===== config.mk =====
export PLATFORM = sky130hd
export DESIGN_NAME = bis_cell
export DESIGN_NICKNAME = d
export VERILOG_FILES = /design/src/sv/bis_pkg.sv /design/src/sv/bis_cell.sv
export SDC_FILE = /design/constraint.sdc
export NUM_CORES = 1
export LEC_CHECK = 0
export BUFFER_PORTS_ARGS = -buffer_cell sky130_fd_sc_hd__clkbuf_2
export CORE_UTILIZATION = 39
export DETAILED_ROUTE_END_ITERATION = 8
export PLACE_DENSITY = 0.9
export SLEW_MARGIN = 20
export SYNTH_ARGS = -nofsm -noshare
export SYNTH_HDL_FRONTEND = slang
export SYNTH_SLANG_ARGS = --single-unit

===== constraint.sdc =====
create_clock -name clk -period 6.4 [get_ports clk]
set_input_delay 0.32 -clock clk [delete_from_list [all_inputs] [get_ports clk]]
set_output_delay 0.32 -clock clk [all_outputs]
set_load 0.005 [all_outputs]

===== src/sv/bis_pkg.sv =====
`timescale 1ns / 1ps
// ----------------------------------------------------------------------------
// bis_pkg
// Shared types and sizes for the binary insertion sorter and its cells.
// ----------------------------------------------------------------------------
package bis_pkg;

  localparam int CAPACITY     = 32;
  localparam int KEY_BITS     = 32;
  localparam int PAYLOAD_BITS = 32;
  localparam int CNT_W        = $clog2(CAPACITY + 1);

  // one input request
  typedef struct packed {
    logic signed [31:0] key;
    logic signed [31:0] payload;
    logic               last_item;
  } item_t;

  // one result request
  typedef struct packed {
    logic signed [31:0] sorted_key;
    logic signed [31:0] sorted_payload;
    logic               end_of_list;
    logic               overflow;
  } result_t;

  // record held in one cell
  typedef struct packed {
    logic                           valid;
    logic signed [KEY_BITS-1:0]     key;
    logic signed [PAYLOAD_BITS-1:0] payload;
  } rec_t;

  // per-cycle command broadcast to every cell
  typedef struct packed {
    logic insert;  // place the new record, shift the tail up
    logic shift;   // move every record one cell toward cell 0
  } cell_ctrl_t;

endpackage


===== src/sv/bis_cell.sv =====
`timescale 1ns / 1ps
// ----------------------------------------------------------------------------
// bis_cell
// One compare-and-shift cell of the sorting chain: holds one record, compares
// it to the broadcast record and takes its own, a neighbor's or the new record.
// ----------------------------------------------------------------------------
module bis_cell (
  input  logic                clk,
  input  logic                rst,
  input  bis_pkg::cell_ctrl_t ctrl,
  input  bis_pkg::rec_t       new_rec,
  input  bis_pkg::rec_t       prev_rec,
  input  logic                prev_gt,
  input  bis_pkg::rec_t       next_rec,
  output bis_pkg::rec_t       rec,
  output logic                gt
);

  bis_pkg::rec_t rec_next;

  // empty cells count as greater, so the new record lands at the upper bound
  assign gt = !rec.valid || (rec.key > new_rec.key);

  // next record
  always_comb begin
    rec_next = rec;
    if (ctrl.shift) begin
      rec_next = next_rec;
    end else if (ctrl.insert && gt) begin
      rec_next = prev_gt ? prev_rec : new_rec;
    end
  end

  // record register, only the valid bit is reset
  always_ff @(posedge clk) begin
    rec.key     <= rec_next.key;
    rec.payload <= rec_next.payload;
    if (rst) begin
      rec.valid <= 1'b0;
    end else begin
      rec.valid <= rec_next.valid;
    end
  end

endmodule


==> results.txt, run 1 <==
----------------------------------------------------
[Status]
  Result of the run ... completed

[Setup path]
  CP Data Arrival Time ... ~3.6 ns
  Worst-path maximum fanout ... 33
  Kind of end point of the critical path ... flop
  Worst setup startpoint ... rec[53]
  Critical Path End ... rec[52]
  Reg-to-reg slack, setup ... 2.77 ns
  Reg-to-reg critical path endpoint ... rec[52]
  Nature of the critical path startpoint ... flop
  Required @ worst endpoint ... about 6.4 ns
  Origin of the critical flop-to-flop path ... rec[53]
  Critical path class ... reg2reg
  Worst-case reg-to-reg path depth ... 7

[Timing]
  Setup repair after global routing missed its margin ... no
  Time the final worst path needs with I/O delays and setup ... about 3.6 ns
  Worst clock skew ... 0.0109 ns
  Max Freq ... between 200 and 300 MHz
  Relative slew slack ... 29.7%
  Final Hold Fails ... 0
  Tcrit/Tclk final ... between 50% and 60%
  Total Negative Setup Slacks ... 0 ns
  Transition time of the tightest slew-check pin ... 1.05 ns
  # setup viols final ... 0
  Smallest setup slack after layout ... 2.77 ns
  Count of final max-slew check failures ... 0

[Power]
  Static leakage ... around 3.0 nW
  Total Power ... 1.19 mW
  Worst VDD drop ... 0.102 mV
  Cell Pwr Density ... 207 nW/µm²

[Place]
  Worst slack after detailed placement ... 2.65 ns
  HPWL after DPL ... ~9000 µm
  # port buffers ... around 270
  RD Place Congestion ... 0.807

[Floorplanning]
  Number of placement rows ... 37
  Number of placed I/O pins ... 266
  Effective utilization at floorplan ... approximately two fifths
  Area of the core ... 10,300 µm²
  Die extent in y ... ~100 µm
  Floorplan die area ... 11,000 µm²
  X dimension of the die ... 105 µm

[Synth]
  Syn_area_per_cell ... 10.2 µm²
  Unique cell type count in the Yosys netlist ... 31
  Library cell occupying the most area in the post-synthesis netlist ... sky130_fd_sc_hd__edfxtp_1
  Top cells by area in the synthesized netlist ... sky130_fd_sc_hd__edfxtp_1 47%, sky130_fd_sc_hd__mux2i_1 16%, sky130_fd_sc_hd__ha_1 9.7%, sky130_fd_sc_hd__o21ai_0 8.1%, sky130_fd_sc_hd__nand2_1 6.5%
  Total nets after synthesis ... 635
  Flop and latch count out of synthesis ... 65
  Portion of the post-synthesis area used by sequential elements ... 47.1%
  Cell count after synthesis ... 403
  Synth Cell Area ... ~4000 µm²
  Area share of the leading cell type in the synthesized netlist ... 46.6%
  Yosys warnings ... 0

[Routing]
  Detail-routed via count per cell ... 4.95
  DRT Pass-1 Iters ... 4
  # DRC ... 0
  Initial drt markers ... 246
  Overall via count from detail_route ... 3,962
  Total routed wirelength ... approximately 11,000 µm
  Final antenna-violating net count ... 0
  Avg WL per Cell ... approximately 14 µm

[Global route]
  Maximum number of pins on one net before global-route repair ... 73
  Global-route wire length before repair ... 17,700 µm
  Antenna violations before repair ... 0
  Via count of the first global-routing pass ... 3,945
  GR Overflow Total ... 0
  Overall global routing resource usage ... between 20 and 25%

[Clock tree]
  Post-CTS Setup Bufs ... 0
  Number of buffers inserted during clock tree synthesis ... 9
  Clk Latency, worst-skew pair ... approximately 0.33 ns
  Number of sinks handled by clock tree synthesis ... 65
  Cell at the root of the clock tree ... sky130_fd_sc_hd__clkbuf_8
  Clk buf depth ... 2
  Clock slew at the register clock pins of the worst setup and hold paths ... 0.07 ns
  CTS hold repair buffers ... 0
  TritonCTS clock tree ... done
  Number of H-tree levels ... 3
  Number of instances resized during post-cts repair ... 0

[Final layout]
  Seq. cell area ... approximately 1900 µm²
  Top register by number of flip-flops ... rec
  Proportion of layout cells with a drive suffix above 1 ... around 43%
  Multi-input gate area in the final layout ... 1960 µm²
  Regs by FF count ... rec (65)
  Filler cell count in the final layout ... 918
  Area added between synthesis and finish ... 39.2%
  Number of antenna cells inserted ... 0
  Highest-count cells in the layout ignoring fill and taps ... 263 x sky130_fd_sc_hd__clkbuf_2, 71 x sky130_fd_sc_hd__nand2_1, 66 x sky130_fd_sc_hd__o21ai_0
  Number of flip-flops under the largest register name ... 65
  Most common cell after layout, fill and taps aside ... sky130_fd_sc_hd__clkbuf_2
  Total Nets Final ... slightly below 900

[Run]
  Max-cap check violation count ... 0

[Hold path]
  Path class of the lowest-slack min-delay path ... in2reg
  Min-delay src ... rst

----------------------------------------------------
[cells by family after synthesis]
group	Yosys count	share of synthesized area [%]
buffers and inverters	58	5.50
muxes	65	15.8
AOI/OAI and AO/OA	95	12.8
and+or+nand+nor	88	8.99
DFF	65	47.1
adders and majority gates	32	9.72
[power by group]
group	internal (mW)	switching [mW]
sequential	0.538	0.0232
clock	0.172	0.151
combinational	0.146	0.157
total	0.856	0.332
[cell usage after synthesis (all sizes together)]
master and count:
a21oi 14, mux2i 64, nand2 71, dfxtp 1
a2111oi 1, nor2 2, a21o 2, buf 7
a211oi 1, inv 37, clkbuf 14, a221o 1
o221a 1, edfxtp 64, mux2 1, nand3 5
o21ai 68, a221oi 2, ha 32, o211ai 1
nor2b 1, o32ai 1, o21a 2, nor3 1
o31a 1, and4 2, nand4 5, nor4bb 1
[layer usage]
layer,GRT usage (%),wire length (µm),up-vias
li1,-,-,1976
met1,21.8,4280,1790
met2,39.5,5960,176
met3,5.43,836,20
met4,7.04,227,0
met5,0,0,-
[worst max-delay path, stage by stage (launching register included)]
cell,delay [ns]
sky130_fd_sc_hd__edfxtp_1,0.42
sky130_fd_sc_hd__ha_1,0.32
sky130_fd_sc_hd__and4_2,0.23
sky130_fd_sc_hd__nor4bb_1,0.55
sky130_fd_sc_hd__o31a_1,0.28
sky130_fd_sc_hd__a211oi_2,0.08
sky130_fd_sc_hd__o21ai_4,0.81
sky130_fd_sc_hd__buf_4,0.53
[cell type report]
class,count,share of cell area [%]
multi-input combinational,280,34.2
sequential,65,33.9
timing repair buffer,267,23.5
tap,136,2.97
inverter,37,2.42
clock buffer,9,2.16
clock inverter,6,0.873
[stage by stage]
stage | cells | hold slack (ns) | cell area (µm²) | utilization, %
after floorplan | 403 | 0.484 | 4120 | -
after global placement | 785 | 0.587 | 5560 | 54.1
after detailed placement | 785 | 0.591 | 5560 | 54.1
after CTS | 800 | 0.223 | 5730 | 55.8
after global routing | 800 | 0.224 | 5730 | 55.8
final | 800 | 0.239 | 5730 | 55.8
[how the worst min path moves through the flow]
| stage | depth (start not counted) | to | slack [ns] |
|---|---|---|---|
| after detailed placement | 3 | rec[64] | 0.59 |
| after global routing | 3 | rec[64] | 0.22 |
| after CTS | 3 | rec[64] | 0.22 |
| final | 3 | rec[64] | 0.24 |
| after global placement | 3 | rec[64] | 0.59 |
| after floorplan | 2 | rec[64] | 0.48 |
No activity file was read; power rests on OpenSTA's default activity.
==> inputs of run 2 (changes only) <==
--- a/config.mk
+++ b/config.mk
@@ -5,10 +5,12 @@
 export SDC_FILE = /design/constraint.sdc
 export NUM_CORES = 1
 export LEC_CHECK = 0
+export ABC_AREA = 1
 export BUFFER_PORTS_ARGS = -buffer_cell sky130_fd_sc_hd__clkbuf_2
-export CORE_UTILIZATION = 39
+export CORE_AREA = 2 2 102 104
 export DETAILED_ROUTE_END_ITERATION = 8
-export PLACE_DENSITY = 0.9
+export DIE_AREA = 0 0 104 106
+export PLACE_DENSITY = 0.92
 export SLEW_MARGIN = 20
 export SYNTH_ARGS = -nofsm -noshare
 export SYNTH_HDL_FRONTEND = slang
==> constraint.sdc (replaced) <==
create_clock -name clk -period 3.45 [get_ports clk]
set_input_delay 0.1725 -clock clk [delete_from_list [all_inputs] [get_ports clk]]
set_output_delay 0.1725 -clock clk [all_outputs]
set_load 0.005 [all_outputs]
==> results.txt, run 2 <==
----------------------------------------------------
[Clock tree]
  Number of buffers inserted during clock tree synthesis ... 9 (unchanged)
  Clock slew at the register clock pins of the worst setup and hold paths ... 0.08 ns (about the same)
  Number of H-tree levels ... 3 (unchanged)
  Number of sinks handled by clock tree synthesis ... 65 (unchanged)
  CTS hold repair buffers ... 0 (unchanged)
  Post-CTS Setup Bufs ... 0 (unchanged)
  Cell at the root of the clock tree ... sky130_fd_sc_hd__clkbuf_8
  Number of instances resized during post-cts repair ... 0 (unchanged)
  TritonCTS clock tree ... done
  Clk Latency, worst-skew pair ... 0.34 ns (about the same)
  Clk buf depth ... 2 (unchanged)

[Synth]
  Total nets after synthesis ... 711 (+12%)
  Area share of the leading cell type in the synthesized netlist ... 46.1% (-0.59 points)
  Yosys warnings ... 0 (unchanged)
  Post-synthesis async set-or-reset flop share ... 0% (unchanged)
  Most numerous cell in the Yosys netlist ... sky130_fd_sc_hd__nand2_1
  Syn_area_per_cell ... 8.71 µm² (-15%)
  Synth Cell Area ... 4170 µm² (+1.3%)
  Leading cell types by count after synthesis ... 104 x sky130_fd_sc_hd__nand2_1, 81 x sky130_fd_sc_hd__a21oi_1, 64 x sky130_fd_sc_hd__edfxtp_1
  Count of flip-flops with a built-in enable after synthesis ... 64 (unchanged)
  Flop and latch count out of synthesis ... 65 (unchanged)
  Unique cell type count in the Yosys netlist ... 25 (-19%)
  Cell count after synthesis ... 479 (+19%)
  Top cells by area in the synthesized netlist ... sky130_fd_sc_hd__edfxtp_1 46%, sky130_fd_sc_hd__a21oi_1 9.7%, sky130_fd_sc_hd__ha_1 9.6%, sky130_fd_sc_hd__nand2_1 9.4%, sky130_fd_sc_hd__o211ai_1 5.4%
  Portion of the post-synthesis area used by sequential elements ... 46.5% (-0.59 points)
  Library cell occupying the most area in the post-synthesis netlist ... sky130_fd_sc_hd__edfxtp_1
  Flip-flop cell with the highest count after synthesis ... sky130_fd_sc_hd__edfxtp_1

[Timing]
  Final Hold Fails ... 0 (unchanged)
  Time the final worst path needs with I/O delays and setup ... 2.43 ns (-1.20 ns)
  Setup repair after global routing missed its margin ... no
  Count of final max-slew check failures ... 0 (unchanged)
  Tcrit/Tclk final ... 70.4% (+14 points)
  Max Freq ... 412 MHz (+49%)
  Worst clock skew ... 0.0127 ns (+0.00180 ns)
  # setup viols final ... 0 (unchanged)
  Transition time of the tightest slew-check pin ... 0.937 ns (-0.118 ns)
  Total Negative Setup Slacks ... 0 ns (unchanged)
  Relative slew slack ... 37.5% (+7.8 points)

[Routing]
  Initial drt markers ... 257 (+4.5%)
  Avg WL per Cell ... 14.2 µm (+0.64%)
  Total routed wirelength ... 12,400 µm (+9.8%)
  Detail-routed via count per cell ... 5.00 (+0.98%)
  Final antenna-violating net count ... 0 (unchanged)
  # DRC ... 0 (unchanged)
  DRT Pass-1 Iters ... 4 (unchanged)
  Overall via count from detail_route ... 4,366 (+10%)

[Place]
  RD Place Congestion ... 0.797 (-1.3%)
  Number of instances in the placed design ... 857 (+9.2%)
  # port buffers ... 265 (unchanged)
  HPWL after DPL ... 9560 µm (+4.7%)

[Final layout]
  Proportion of layout cells with a drive suffix above 1 ... 40.0% (-2.7 points)
  Filler cell count in the final layout ... 914 (-0.44%)
  Multi-input gate area in the final layout ... 1940 µm² (-1.1%)
  Most common cell after layout, fill and taps aside ... sky130_fd_sc_hd__clkbuf_2
  Number of flip-flops under the largest register name ... 65 (unchanged)
  Top register by number of flip-flops ... rec
  Area added between synthesis and finish ... 39.1% (about the same)
  Highest-count cells in the layout ignoring fill and taps ... 264 x sky130_fd_sc_hd__clkbuf_2, 104 x sky130_fd_sc_hd__nand2_1, 81 x sky130_fd_sc_hd__a21oi_1
  Total Nets Final ... 964 (+8.1%)
  Non-Filler Instances ... 873 (+9.1%)
  Regs by FF count ... rec (65)
  Number of antenna cells inserted ... 0 (unchanged)
  Seq. cell area ... 1940 µm² (unchanged)

[Setup path]
  Worst-path maximum fanout ... 65 (+97%)
  Nature of the critical path startpoint ... flop
  Required @ worst endpoint ... 3.45 ns (-2.92 ns)
  Kind of end point of the critical path ... flop
  Critical path class ... reg2reg
  CP Data Arrival Time ... 2.43 ns (-1.17 ns)

[Floorplanning]
  Area of the core ... 10000 µm² (-2.7%)
  Effective utilization at floorplan ... 41.7% (+1.6 points)
  X dimension of the die ... 104 µm (-0.75%)
  Number of placed I/O pins ... 266 (unchanged)
  Die extent in y ... 106 µm (+1.2%)
  Number of placement rows ... 37 (unchanged)
  Floorplan die area ... 11,000 µm² (+0.40%)

[Global route]
  Via count of the first global-routing pass ... 4,211 (+6.7%)
  Overall global routing resource usage ... 22.4% (+1.6 points)
  Global-route wire length before repair ... 19,700 µm (+11%)
  GR Overflow Total ... 0 (unchanged)
  Antenna violations before repair ... 0 (unchanged)
  Maximum number of pins on one net before global-route repair ... 96 (+32%)

[Power]
  Worst VDD drop ... 0.192 mV (+88%)
  Total Power ... 2.20 mW (+85%)
  Static leakage ... 2.92 nW (-3.7%)
  Cell Pwr Density ... 378 nW/µm² (+83%)

[Hold path]
  Path class of the lowest-slack min-delay path ... in2reg

[Run]
  Max-cap check violation count ... 0 (unchanged)

[Status]
  Result of the run ... completed

----------------------------------------------------
## run 2: changes by cell type in the layout (fill, tap and decap cells not counted), moves of 28 or more
cell | previous run | this run
sky130_fd_sc_hd__o211ai_1 | 1 | 30
sky130_fd_sc_hd__mux2i_1 | 64 | 0
sky130_fd_sc_hd__nor2_1 | 2 | 44
sky130_fd_sc_hd__o21a_1 | 2 | 30
sky130_fd_sc_hd__o21ai_0 | 66 | 3
sky130_fd_sc_hd__a21oi_1 | 13 | 81
sky130_fd_sc_hd__nand2_1 | 71 | 104
## run 2: routing by layer
metal / global-route usage [%] / vias to the layer above / wire (µm)
met5: 0 / - / 0
met4: 6.76 / 0 / 231
met1: 25.9 / 1987 / 4840
met2: 40.6 / 199 / 6410
li1: - / 2163 / -
met3: 5.82 / 17 / 929
## run 2: critical path, cell delays in order, from the launching register on
cell and delay (ns):
sky130_fd_sc_hd__edfxtp_1 0.39, sky130_fd_sc_hd__ha_1 0.31, sky130_fd_sc_hd__nand2_1 0.07, sky130_fd_sc_hd__nor2_1 0.15, sky130_fd_sc_hd__nand2_1 0.13, sky130_fd_sc_hd__inv_1 0.07, sky130_fd_sc_hd__nand2_1 0.05, sky130_fd_sc_hd__nand2_1 0.08
sky130_fd_sc_hd__nand2_1 0.07, sky130_fd_sc_hd__nand2_1 0.06, sky130_fd_sc_hd__nand2_1 0.05, sky130_fd_sc_hd__nand2_1 0.06, sky130_fd_sc_hd__nand2_1 0.06, sky130_fd_sc_hd__nand2_2 0.07, sky130_fd_sc_hd__nand2_2 0.05, sky130_fd_sc_hd__nand2_2 0.07
sky130_fd_sc_hd__buf_12 0.33
## run 2: stage by stage
step                      hold WS [ns]  setup slack, ns  cell area [µm²]  utilization [%]
after detailed placement         0.450             1.01             5610             56.1
after global routing            0.0935            0.759             5810             58.1
after global placement           0.433             1.11             5610             56.1
after floorplan                  0.336            0.765             4170                -
after CTS                       0.0836            0.995             5810             58.1
final                           0.0891             1.02             5810             58.1
## run 2: cell type report
cell class	count	share of cell area, %
sequential	65	33.4
multi-input combinational	341	33.4
timing repair buffer	270	23.9
tap	136	2.93
inverter	45	2.91
clock buffer	9	2.13
clock inverter	7	1.21
## run 2: cell families (layout without fill, tap and decap cells)
group / after synthesis / after routing / share of synthesized area, %
DFF: 65 / 65 / 46.5
buffers and inverters: 73 / 331 / 6.93
AOI/OAI and AO/OA: 148 / 148 / 21.6
adders and majority gates: 32 / 32 / 9.60
and+or+nand+nor: 161 / 161 / 15.3
## run 2: final timing paths
path | start | end | slack, ns | cells past startpoint
worst max register to register | rec[47] | rec[11] | 1.02 | 16
worst max-delay path | rec[47] | rec[11] | 1.02 | 16
worst min-delay path | rst | rec[64] | 0.09 | 4
worst min register to register | rec[64] | rec[64] | 0.64 | 2
## run 2: report_power, final
group / switching, mW / internal [mW] / total (mW) / leakage (nW)
combinational: 0.291 / 0.257 / 0.548 / 2.19
sequential: 0.0349 / 0.971 / 1.01 / 0.648
clock: 0.311 / 0.332 / 0.643 / 0.0893
total: 0.637 / 1.56 / 2.20 / 2.92
